`src/rtl/core/ffpr_pkg.sv`:
```
// Shared types and constants of the framed packet receiver core.
// No dependencies; used by the controller, the datapath and the top level.
package ffpr_pkg;

   localparam int MAX_PAYLOAD_DEFAULT = 32;
   localparam int BYTE_W = 8;
   localparam int FRAME_LENGTH_W = 6;
   localparam int BYTE_INDEX_W = 5;
   localparam int CSR_INDEX_W = 1;

   localparam logic [BYTE_W-1:0] START_FIRST_RESET = 8'd188;
   localparam logic [BYTE_W-1:0] START_SECOND_RESET = 8'd207;

   localparam logic [CSR_INDEX_W-1:0] CSR_START_FIRST = 1'b0;
   localparam logic [CSR_INDEX_W-1:0] CSR_START_SECOND = 1'b1;

   typedef enum logic [3:0] {
      ST_START1,
      ST_START2,
      ST_TYPE,
      ST_LENGTH,
      ST_DATA,
      ST_CHECK1,
      ST_CHECK2,
      ST_EMIT_RD,
      ST_EMIT_WR
   } ctrl_state_type;

   typedef struct packed {
      logic take_type;
      logic take_length;
      logic take_data;
      logic emit_start;
      logic emit_next;
      logic load_out;
   } cmd_type;

   typedef struct packed {
      logic start1_match;
      logic start2_match;
      logic len_too_big;
      logic len_zero;
      logic data_done;
      logic check1_ok;
      logic check2_ok;
      logic held_zero;
      logic emit_last;
      logic out_free;
   } status_type;

endpackage

```
`src/rtl/core/ffpr_ctrl.sv`:
```
// Frame parsing and result emission state machine of the receiver core.
// Depends on ffpr_pkg for the state, command and status types.
module ffpr_ctrl
   import ffpr_pkg::*;
(
   input  logic       clock,
   input  logic       reset,
   input  logic       req_valid,
   output logic       req_stall,
   input  status_type status,
   output cmd_type    cmd
);

   ctrl_state_type state_ff;
   ctrl_state_type state_in;
   logic           req_accept;

   assign req_accept = req_valid && !req_stall;

   always_ff @(posedge clock) begin
      if (reset) begin
         state_ff <= ST_START1;
      end else begin
         state_ff <= state_in;
      end
   end

   always_comb begin
      state_in = state_ff;
      unique case (state_ff)
         ST_START1: begin
            if (req_accept && status.start1_match) state_in = ST_START2;
         end
         ST_START2: begin
            if (req_accept) state_in = status.start2_match ? ST_TYPE : ST_START1;
         end
         ST_TYPE: begin
            if (req_accept) state_in = ST_LENGTH;
         end
         ST_LENGTH: begin
            if (req_accept) begin
               priority if (status.len_too_big) state_in = ST_START1;
               else if (status.len_zero) state_in = ST_CHECK1;
               else state_in = ST_DATA;
            end
         end
         ST_DATA: begin
            if (req_accept && status.data_done) state_in = ST_CHECK1;
         end
         ST_CHECK1: begin
            if (req_accept) state_in = status.check1_ok ? ST_CHECK2 : ST_START1;
         end
         ST_CHECK2: begin
            if (req_accept) begin
               priority if (!status.check2_ok) state_in = ST_START1;
               else if (status.held_zero) state_in = ST_EMIT_WR;
               else state_in = ST_EMIT_RD;
            end
         end
         ST_EMIT_RD: begin
            state_in = ST_EMIT_WR;
         end
         ST_EMIT_WR: begin
            if (status.out_free) state_in = status.emit_last ? ST_START1 : ST_EMIT_RD;
         end
         default: begin
            state_in = ST_START1;
         end
      endcase
   end

   always_comb begin
      req_stall = (state_ff == ST_EMIT_RD) || (state_ff == ST_EMIT_WR);
      cmd = '0;
      unique case (state_ff)
         ST_TYPE: begin
            cmd.take_type = req_accept;
         end
         ST_LENGTH: begin
            cmd.take_length = req_accept && !status.len_too_big;
         end
         ST_DATA: begin
            cmd.take_data = req_accept;
         end
         ST_CHECK2: begin
            cmd.emit_start = req_accept && status.check2_ok;
         end
         ST_EMIT_WR: begin
            cmd.load_out = status.out_free;
            cmd.emit_next = status.out_free && !status.emit_last;
         end
         default: begin
            cmd = '0;
         end
      endcase
   end

endmodule

```
`src/rtl/core/ffpr_datapath.sv`:
```
// Datapath of the receiver core: start bytes, frame fields, Fletcher-8 sums,
// payload memory and the result register. Depends on ffpr_pkg.
module ffpr_datapath
   import ffpr_pkg::*;
#(
   parameter int MaxPayload = MAX_PAYLOAD_DEFAULT
)
(
   input  logic                      clock,
   input  logic                      reset,
   input  logic                      csr_write_enable,
   input  logic [CSR_INDEX_W-1:0]    csr_index,
   input  logic [BYTE_W-1:0]         csr_data,
   input  logic [BYTE_W-1:0]         req_rx_byte,
   input  cmd_type                   cmd,
   output status_type                status,
   output logic                      rsp_valid,
   input  logic                      rsp_stall,
   output logic [BYTE_W-1:0]         rsp_frame_type,
   output logic [FRAME_LENGTH_W-1:0] rsp_frame_length,
   output logic [BYTE_INDEX_W-1:0]   rsp_byte_index,
   output logic [BYTE_W-1:0]         rsp_payload_byte,
   output logic                      rsp_has_payload,
   output logic                      rsp_last
);

   localparam int LenW = $clog2(MaxPayload + 1);
   localparam int AddrW = (MaxPayload > 1) ? $clog2(MaxPayload) : 1;

   logic [BYTE_W-1:0] start_first_ff;
   logic [BYTE_W-1:0] start_second_ff;
   logic [BYTE_W-1:0] held_type_ff;
   logic [LenW-1:0]   held_length_ff;
   logic [LenW-1:0]   taken_ff;
   logic [BYTE_W-1:0] sum_low_ff;
   logic [BYTE_W-1:0] sum_high_ff;
   logic [BYTE_W-1:0] sum_low_in;
   logic [BYTE_W-1:0] sum_high_in;
   logic [LenW-1:0]   emit_idx_ff;
   logic              empty_ff;
   logic [BYTE_W-1:0] store [MaxPayload];
   logic [BYTE_W-1:0] rd_data_ff;
   logic [LenW:0]     taken_next;
   logic [LenW:0]     emit_next_idx;
   logic [31:0]       len_ext;
   logic [31:0]       idx_ext;

   logic                      rsp_valid_ff;
   logic [BYTE_W-1:0]         rsp_frame_type_ff;
   logic [FRAME_LENGTH_W-1:0] rsp_frame_length_ff;
   logic [BYTE_INDEX_W-1:0]   rsp_byte_index_ff;
   logic [BYTE_W-1:0]         rsp_payload_byte_ff;
   logic                      rsp_has_payload_ff;
   logic                      rsp_last_ff;

   assign sum_low_in = sum_low_ff + req_rx_byte;
   assign sum_high_in = sum_high_ff + sum_low_in;
   assign taken_next = {1'b0, taken_ff} + {{LenW{1'b0}}, 1'b1};
   assign emit_next_idx = {1'b0, emit_idx_ff} + {{LenW{1'b0}}, 1'b1};
   assign len_ext = 32'(held_length_ff);
   assign idx_ext = 32'(emit_idx_ff);

   always_comb begin
      status.start1_match = (req_rx_byte == start_first_ff);
      status.start2_match = (req_rx_byte == start_second_ff);
      status.len_too_big = (req_rx_byte > BYTE_W'(MaxPayload));
      status.len_zero = (req_rx_byte == '0);
      status.data_done = (taken_next == {1'b0, held_length_ff});
      status.check1_ok = (req_rx_byte == sum_low_ff);
      status.check2_ok = (req_rx_byte == sum_high_ff);
      status.held_zero = (held_length_ff == '0);
      status.emit_last = empty_ff || (emit_next_idx == {1'b0, held_length_ff});
      status.out_free = !rsp_valid_ff || !rsp_stall;
   end

   always_ff @(posedge clock) begin
      if (reset) begin
         start_first_ff <= START_FIRST_RESET;
         start_second_ff <= START_SECOND_RESET;
      end else if (csr_write_enable) begin
         unique case (csr_index)
            CSR_START_FIRST: start_first_ff <= csr_data;
            CSR_START_SECOND: start_second_ff <= csr_data;
            default: begin
            end
         endcase
      end
   end

   always_ff @(posedge clock) begin
      if (cmd.take_type) begin
         held_type_ff <= req_rx_byte;
         sum_low_ff <= req_rx_byte;
         sum_high_ff <= req_rx_byte;
      end else if (cmd.take_length || cmd.take_data) begin
         sum_low_ff <= sum_low_in;
         sum_high_ff <= sum_high_in;
      end
      if (cmd.take_length) begin
         held_length_ff <= req_rx_byte[LenW-1:0];
         taken_ff <= '0;
      end else if (cmd.take_data) begin
         taken_ff <= taken_next[LenW-1:0];
      end
      if (cmd.emit_start) begin
         emit_idx_ff <= '0;
         empty_ff <= (held_length_ff == '0);
      end else if (cmd.emit_next) begin
         emit_idx_ff <= emit_next_idx[LenW-1:0];
      end
   end

   always_ff @(posedge clock) begin
      if (cmd.take_data) begin
         store[taken_ff[AddrW-1:0]] <= req_rx_byte;
      end
      rd_data_ff <= store[emit_idx_ff[AddrW-1:0]];
   end

   always_ff @(posedge clock) begin
      if (reset) begin
         rsp_valid_ff <= 1'b0;
      end else if (cmd.load_out) begin
         rsp_valid_ff <= 1'b1;
      end else if (!rsp_stall) begin
         rsp_valid_ff <= 1'b0;
      end
   end

   always_ff @(posedge clock) begin
      if (cmd.load_out) begin
         rsp_frame_type_ff <= held_type_ff;
         rsp_frame_length_ff <= len_ext[FRAME_LENGTH_W-1:0];
         rsp_byte_index_ff <= empty_ff ? '0 : idx_ext[BYTE_INDEX_W-1:0];
         rsp_payload_byte_ff <= empty_ff ? '0 : rd_data_ff;
         rsp_has_payload_ff <= !empty_ff;
         rsp_last_ff <= status.emit_last;
      end
   end

   assign rsp_valid = rsp_valid_ff;
   assign rsp_frame_type = rsp_frame_type_ff;
   assign rsp_frame_length = rsp_frame_length_ff;
   assign rsp_byte_index = rsp_byte_index_ff;
   assign rsp_payload_byte = rsp_payload_byte_ff;
   assign rsp_has_payload = rsp_has_payload_ff;
   assign rsp_last = rsp_last_ff;

endmodule

```
`src/rtl/core/fletcher_framed_packet_receiver_core.sv`:
```
// Top level of the framed packet receiver core with a Fletcher-8 check.
// Depends on ffpr_pkg, ffpr_ctrl and ffpr_datapath.
//
//   Channel  Direction  Handshake           Payload
//   req_     in         req_valid/stall     rx_byte
//   rsp_     out        rsp_valid/stall     frame_type, frame_length, byte_index,
//                                           payload_byte, has_payload, last
//   csr_     in         csr_write_enable    csr_index, csr_data
//
// While a frame is parsed, one input item is taken per cycle.
// A frame that passes its check is emitted one result at a time, each through
// the states EMIT_RD and EMIT_WR for the registered read of the payload memory;
// the input side is stalled meanwhile. A zero-length frame gives one result,
// straight from EMIT_WR. Reset is synchronous; no clearing pass is run.
// A stalled result register holds its item and pauses the emission.
module fletcher_framed_packet_receiver_core
   import ffpr_pkg::*;
#(
   parameter int MaxPayload = MAX_PAYLOAD_DEFAULT
)
(
   input  logic                      clock,
   input  logic                      reset,
   input  logic                      csr_write_enable,
   input  logic [CSR_INDEX_W-1:0]    csr_index,
   input  logic [BYTE_W-1:0]         csr_data,
   input  logic                      req_valid,
   output logic                      req_stall,
   input  logic [BYTE_W-1:0]         req_rx_byte,
   output logic                      rsp_valid,
   input  logic                      rsp_stall,
   output logic [BYTE_W-1:0]         rsp_frame_type,
   output logic [FRAME_LENGTH_W-1:0] rsp_frame_length,
   output logic [BYTE_INDEX_W-1:0]   rsp_byte_index,
   output logic [BYTE_W-1:0]         rsp_payload_byte,
   output logic                      rsp_has_payload,
   output logic                      rsp_last
);

   cmd_type    cmd;
   status_type status;

   ffpr_ctrl u_ctrl (
      .clock     (clock),
      .reset     (reset),
      .req_valid (req_valid),
      .req_stall (req_stall),
      .status    (status),
      .cmd       (cmd)
   );

   ffpr_datapath #(
      .MaxPayload (MaxPayload)
   ) u_datapath (
      .clock            (clock),
      .reset            (reset),
      .csr_write_enable (csr_write_enable),
      .csr_index        (csr_index),
      .csr_data         (csr_data),
      .req_rx_byte      (req_rx_byte),
      .cmd              (cmd),
      .status           (status),
      .rsp_valid        (rsp_valid),
      .rsp_stall        (rsp_stall),
      .rsp_frame_type   (rsp_frame_type),
      .rsp_frame_length (rsp_frame_length),
      .rsp_byte_index   (rsp_byte_index),
      .rsp_payload_byte (rsp_payload_byte),
      .rsp_has_payload  (rsp_has_payload),
      .rsp_last         (rsp_last)
   );

endmodule

```
`config.mk`:
```
export PLATFORM = sky130hd
export DESIGN_NAME = fletcher_framed_packet_receiver_core
export DESIGN_NICKNAME = d
export VERILOG_FILES = /design/src/rtl/core/ffpr_pkg.sv /design/src/rtl/core/ffpr_ctrl.sv /design/src/rtl/core/ffpr_datapath.sv /design/src/rtl/core/fletcher_framed_packet_receiver_core.sv
export SDC_FILE = /design/constraint.sdc
export NUM_CORES = 1
export LEC_CHECK = 0
export ABC_AREA = 1
export BUFFER_PORTS_ARGS = -buffer_cell sky130_fd_sc_hd__clkbuf_2
export CAP_MARGIN = 0
export CORE_AREA = 4 4 235 237
export DETAILED_ROUTE_END_ITERATION = 10
export DIE_AREA = 0 0 239 241
export HOLD_SLACK_MARGIN = 0.12
export SYNTH_ARGS = -nofsm -noshare
export SYNTH_HDL_FRONTEND = slang
export SYNTH_SLANG_ARGS = --single-unit
```
`constraint.sdc`:
```
create_clock -name clock -period 3.1 [get_ports clock]
set_input_delay 0.62 -clock clock [delete_from_list [all_inputs] [get_ports clock]]
set_output_delay 0.62 -clock clock [all_outputs]
set_load 0.005 [all_outputs]
```
# Word-level counts from Yosys, hierarchy flattened
# Memory sizes are Yosys's and may differ from the RTL's. A register that Yosys moved wholly into a read port is not among the register bits.
# Cells that the tools add are included.
dict set report op_classes {
  add_sub_neg 4
  magnitude_cmp 1
  eq_ne 23
  muxes 29
  bitwise 1
  n_reduce_logical 23
}
# cell n
set ops {}
lappend ops {{$mux W4} 11}
lappend ops {{$pmux W4 S9} 1}
lappend ops {{$eq A8 B8 Y1} 4}
lappend ops {{$mux W8} 4}
lappend ops {{$ne A2 B1 Y1 const B} 9}
lappend ops {{$add A8 B8 Y8} 2}
lappend ops {{$eq A4 B3 Y1 const B} 4}
lappend ops {{$add A6 B1 Y7 const B} 2}
lappend ops {{$eq A7 B6 Y1} 2}
lappend ops {{$mux W1} 9}
lappend ops {{$eq A4 B2 Y1 const B} 2}
lappend ops {{$gt A8 B6 Y1 const B} 1}
lappend ops {{$logic_not A8 Y1} 1}
lappend ops {{$reduce_and A8 Y1} 1}
lappend ops {{$logic_and A1 B1 Y1} 6}
lappend ops {{$logic_not A1 Y1} 6}
lappend ops {{$logic_not A6 Y1} 1}
lappend ops {{$mux W3} 2}
lappend ops {{$eq A4 B1 Y1 const B} 1}
lappend ops {{$eq A4 B4 Y1 const B} 1}
lappend ops {{$logic_not A4 Y1} 1}
lappend ops {{$logic_or A1 B1 Y1} 4}
lappend ops {{$mux W2} 2}
lappend ops {{$reduce_and A2 Y1} 2}
lappend ops {{other kinds (2)} 2}
dict set report word_totals {
  regBits 93
  mem_bits_rw 256
  n_memories 1
}
# name depth width rd rd_ports_with_merged_regs write_ports line
set memory_table {}
lappend memory_table {u_datapath.store 32 8 1 1 1 ffpr_datapath.sv:41} ;# logic [BYTE_W-1:0] store [MaxPayload];

# Depth between registers and ports, before layout
dict set report depth {
  ltp_word 9
  mapped_depth 19
  depth_no_buf 19
}

# Cells and area by module
# Synthesis repeated with hierarchy kept, for this count alone.
dict set report hier_totals {
  hier_cells 1291
  hier_area_um2 15070.7
}
# mod instances cells_per_inst area_per_inst_um2
set modules_own_cells {}
lappend modules_own_cells {ffpr_datapath 1 1218 14651.6}
lappend modules_own_cells {ffpr_ctrl 1 73 419.2}

# Worst setup path before layout
# OpenSTA, ideal clock, no wires.
dict set report synth_path {
  path_kind {input to register}
  from {input req_rx_byte[0]}
  to {register u_datapath.sum_high_ff[7], data pin}
  setup_time_ns 0.259
  t_arrival_ns 2.918
  slack_ns -0.078
  cell_stages 18
  n_path_buf 0
  path_cell_list {ha_1 fa_1 nand2_1 inv_1 o21ai_0 a21oi_1 o21ai_0 nand3_1 and2_1 ha_1 nand2_1 inv_1 nand4_1 o211ai_1 xor2_1 inv_1 nand2_1 nand3_1}
}
dict set report synth_via {
  elab_chain_len 4
}
# element line
set synth_rtl {}
lappend synth_rtl {{start, declared} fletcher_framed_packet_receiver_core.sv:29} ;# input logic [BYTE_W-1:0] req_rx_byte,
lappend synth_rtl {{$add A8 B8 Y8} ffpr_datapath.sv:56} ;# assign sum_low_in = sum_low_ff + req_rx_byte;
lappend synth_rtl {{$add A8 B8 Y8} ffpr_datapath.sv:57} ;# assign sum_high_in = sum_high_ff + sum_low_in;
lappend synth_rtl {{$mux W8} ffpr_datapath.sv:95} ;# end else if (cmd.take_length || cmd.take_data) begin
lappend synth_rtl {{$mux W8} ffpr_datapath.sv:91} ;# if (cmd.take_type) begin
lappend synth_rtl {{end signal, assigned} ffpr_datapath.sv:94} ;# sum_high_ff <= req_rx_byte;
lappend synth_rtl {{end signal, assigned} ffpr_datapath.sv:97} ;# sum_high_ff <= sum_high_in;
lappend synth_rtl {{end, declared} ffpr_datapath.sv:36} ;# logic [BYTE_W-1:0] sum_high_ff;
# No other way between the ends. The select of a mux whose other input is x is not followed.
# A chain may end at the register's enable or synchronous reset.

# Worst setup path after layout
dict set report layout_path {
  from {register u_datapath.sum_low_ff[0]}
  to {register u_datapath.sum_high_ff[7], data pin}
}
dict set report layout_via {
  elab_chain_len 4
}
# element line
set layout_rtl {}
lappend layout_rtl {{start, declared} ffpr_datapath.sv:35} ;# logic [BYTE_W-1:0] sum_low_ff;
lappend layout_rtl {{start signal, assigned} ffpr_datapath.sv:93} ;# sum_low_ff <= req_rx_byte;
lappend layout_rtl {{start signal, assigned} ffpr_datapath.sv:96} ;# sum_low_ff <= sum_low_in;
lappend layout_rtl {{$add A8 B8 Y8} ffpr_datapath.sv:56}
lappend layout_rtl {{$add A8 B8 Y8} ffpr_datapath.sv:57}
lappend layout_rtl {{$mux W8} ffpr_datapath.sv:95}
lappend layout_rtl {{$mux W8} ffpr_datapath.sv:91}
# No other way between the ends. The select of a mux whose other input is x is not followed.

==> key figures <==
Timing
  – Worst Tran Pin Value: 588 ps
  – Worst slew margin: 60.8%
  – Post-layout min period: 2990 ps
  – Hold Vio Cnt, Final: 0
  – Setup TNS: 0 ps
  – RSZ-0062 raised after global routing: true
  – Post-route clock skew: 26.0 ps
  – Setup ws final: 106 ps
  – Ratio of final minimum period to clock period: 96.6%
  – # setup viols final: 0
  – Max Clock Freq: 334 MHz
  – Max-slew violations: 0

Place
  – DP HPWL: 24400 µm
  – Post-DP Area: 16700 µm²
  – Routability congestion estimate: 0.899
  – Setup WS pre-CTS: -523 ps
  – Port Buf Inserts: 52

Critical path
  – WP buf/inv: 4
  – Max incr delay on CP: 410 ps
  – CP Capture Type: flip-flop
  – R2R setup slack: 110 ps
  – Worst r2r dst: u_datapath.sum_high_ff[7]
  – Data required, critical path: 3370 ps
  – Type of origin of the critical path: flip-flop
  – Reg2Reg Depth: 16
  – CP Cell Sequence: ha_4 -> fa_2 -> nand2_2 -> inv_2 -> o21ai_4 -> nand2_1 -> xor2_1 -> inv_1 -> ha_1 -> buf_4 -> a21oi_1 -> o211ai_1 -> xor2_1 -> buf_4 -> nand3_2 -> nand3_1
  – CP Max Fanout: 4
  – Critical Setup Path Class: reg2reg
  – Crit path max-delay family: adder cells
  – Worst R2R Start: u_datapath.sum_low_ff[0]
  – Critical path arrival: 3270 ps
  – Slowest CP cell: edfxtp_1

Synth
  – Yosys reg bits: 357
  – Cell count after synthesis: 1344
  – Number of synthesized flops with an enable pin: 316
  – Area leader, netlist: edfxtp_1
  – Top cell type's share of synthesized area: 62.3%
  – Post-synthesis net count: 1388
  – Syn avg cell area: 11.3 µm²
  – Library cells used by synthesis: 45
  – Yosys warns: 0
  – Top_reg_cell synth: edfxtp_1
  – Sequential area share after synthesis: 67.7%
  – Top cell types by occurrence after synthesis: edfxtp_1, nor2_1, o21ai_0
  – Asr flop ratio synth: 0%
  – Top cells by area, synth: edfxtp_1, nor2_1, o21ai_0, dfxtp_1, nand2_1
  – Top-count cell post-synth: edfxtp_1
  – Post-Syn Area: 15200 µm²

Floorplan
  – Starting Density: 28.6%
  – Io pins: 53
  – Std-Cell Core Area: 53300 µm²
  – Die W: 239 µm
  – # rows: 85
  – Area of the die: 57600 µm²
  – Die Height: 241 µm

Pwr
  – VDD IR max: 0.000324 V
  – Overall power: 10.6 mW
  – Power per cell area: 584 nW/µm²
  – Static Leak: 6.60 nW

Global routing
  – Global-route wire length before repair: 61000 µm
  – Number of global-route vias before repair: 10500
  – Largest net degree at the start of global routing: 129
  – GRT overflow: 0
  – GRT Resource Usage Total: 13.5%
  – Initial antenna violation count: 0

Hold path
  – Hold_sp: csr_data[5]
  – Tightest Hold Check Type: in2reg
  – Hold Path Depth: 3
  – Worst Hold End: u_datapath.start_first_ff[5]

Job
  – Max Cap Viol: 0

Layout
  – Share of layout cells above drive strength 1: 15.5%
  – Layout Utilization: 34.1%
  – # fillers: 5205
  – Cell area after layout: 18200 µm²
  – ANT cells: 0
  – Synth-to-layout area growth: 19.3%
  – Fin nets: 1501

Outcome
  – Run status: completed

Clocking
  – Clk sinks: 357
  – H-tree level count: 2
  – Cts bufs inserted: 39
  – Root buffer cell: clkbuf_16
  – Buffer depth of the longest clock path: 3
  – Worst-path clk slew: 60 ps
  – CTS tree: done
  – Worst-Skew Late Latency: 530 ps

Route
  – Iter 0 DRT Violations: 940
  – Detailed-route via count: 10600
  – Via/cell ratio: 4.88
  – Iteration count of the initial detailed-routing pass: 5
  – Antenna viol nets, final: 0
  – M1 WL: 17100 µm
  – DR WL met3: 2060 µm
  – Post-DR wirelength/cell: 18.4 µm
  – Top sig layer: met4
  – Routed length on met2: 20100 µm
  – Final WL: 40300 µm
  – Drt drc: 0
==> flip-flops by register name, indices dropped and copies added, names as in the netlist <==
| name | cells |
|---|---|
| u_ctrl.state_ff | 4 |
| u_datapath.emit_idx_ff | 6 |
| u_datapath.empty_ff | 1 |
| u_datapath.held_length_ff | 6 |
| u_datapath.held_type_ff | 8 |
| u_datapath.rd_data_ff | 8 |
| u_datapath.rsp_byte_index | 5 |
| u_datapath.rsp_frame_length | 6 |
| u_datapath.rsp_frame_type | 8 |
| u_datapath.rsp_has_payload | 1 |
| u_datapath.rsp_last | 1 |
| u_datapath.rsp_payload_byte | 8 |
| u_datapath.rsp_valid | 1 |
| u_datapath.start_first_ff | 8 |
| u_datapath.start_second_ff | 8 |
| u_datapath.store | 256 |
| u_datapath.sum_high_ff | 8 |
| u_datapath.sum_low_ff | 8 |
| u_datapath.taken_ff | 6 |
==> report_power, final <==
part | total, mW | internal [mW] | switching (mW)
clock network | 4.82 | 2.96 | 1.86
logic | 0.495 | 0.168 | 0.327
registers | 5.29 | 5.26 | 0.0316
total | 10.6 | 8.38 | 2.22
==> timing repair <==
item	4_1_cts	5_1_grt
hold buffers	0	0
gates resized for setup	1	17
gates cloned	0	0
setup endpoints to repair	1	2
pin swaps	1	11
setup buffers	0	2
endpoints found under the hold margin	0	0
==> per-stage QoR <==
| stage | std cells | hold WS, ps |
|---|---|---|
| after detailed placement | 2110 | 405 |
| after CTS | 2180 | 310 |
| after global placement | 2110 | 404 |
| after floorplan | 1344 | 400 |
| final | 2182 | 327 |
| after global routing | 2182 | 321 |
==> kinds of logic (layout without fill, tap and decap cells) <==
logic type / count (synthesis) / in the layout / share of synthesized area, %
xor gates and xnor gates: 26 / 26 / 1.50
adders and majority gates: 22 / 22 / 1.91
and+or+nand+nor: 500 / 500 / 13.7
DFF: 357 / 357 / 67.7
buffers and inverters: 149 / 291 / 4.10
AOI/OAI and AO/OA: 290 / 290 / 11.0
==> layout make-up <==
class / count / area [µm²] / area share, %
repair buffers: 137 / 961 / 5.29
clock inverters: 20 / 260 / 1.43
inverters: 84 / 317 / 1.74
well taps: 696 / 871 / 4.79
multi-input cells: 838 / 4360 / 24.0
flip-flops and latches: 357 / 10300 / 56.8
clock buffers: 50 / 1080 / 5.94
==> metal layers <==
metal  up-vias  track usage [%]
met4         0             3.86
met3        67             1.63
met1      5246             17.7
li1       5018                -
met5         -                0
met2       312             23.7
==> worst max-delay path by stage <==
stage | startpoint | to | cells past startpoint
3_5_place_dp | req_rx_byte[0] | u_datapath.sum_high_ff[7] | 19
2_1_floorplan | req_rx_byte[0] | u_datapath.sum_high_ff[7] | 18
6_report | u_datapath.sum_low_ff[0] | u_datapath.sum_high_ff[7] | 16
5_1_grt | u_datapath.sum_low_ff[0] | u_datapath.sum_high_ff[7] | 18
4_1_cts | u_datapath.sum_low_ff[0] | u_datapath.sum_high_ff[7] | 18
3_3_place_gp | req_rx_byte[0] | u_datapath.sum_high_ff[7] | 19
==> placed cells by master (no fill, tap or decap), drive strengths merged <==
cell type and instances:
a211oi 3, a21boi 1, a21oi 28, a31oi 6
and2 1, buf 85, bufinv 6, clkbuf 102
clkinv 14, clkinvlp 1, dfxtp 41, edfxtp 316
fa 2, ha 20, inv 83, nand2 155
nand3 70, nand4 9, nor2 254, nor3 7
nor4 3, o2111ai 1, o211ai 4, o21a 2
o21ai 176, o21bai 1, o221ai 40, o22ai 26
o31ai 2, or2 1, xnor2 9, xor2 17
==> tightest hold or removal path, cell delays in order <==
cell and delay [ps]:
clkbuf_2 90, nand2_1 50, nand3_1 70
No activity file was read; power rests on OpenSTA's default activity.
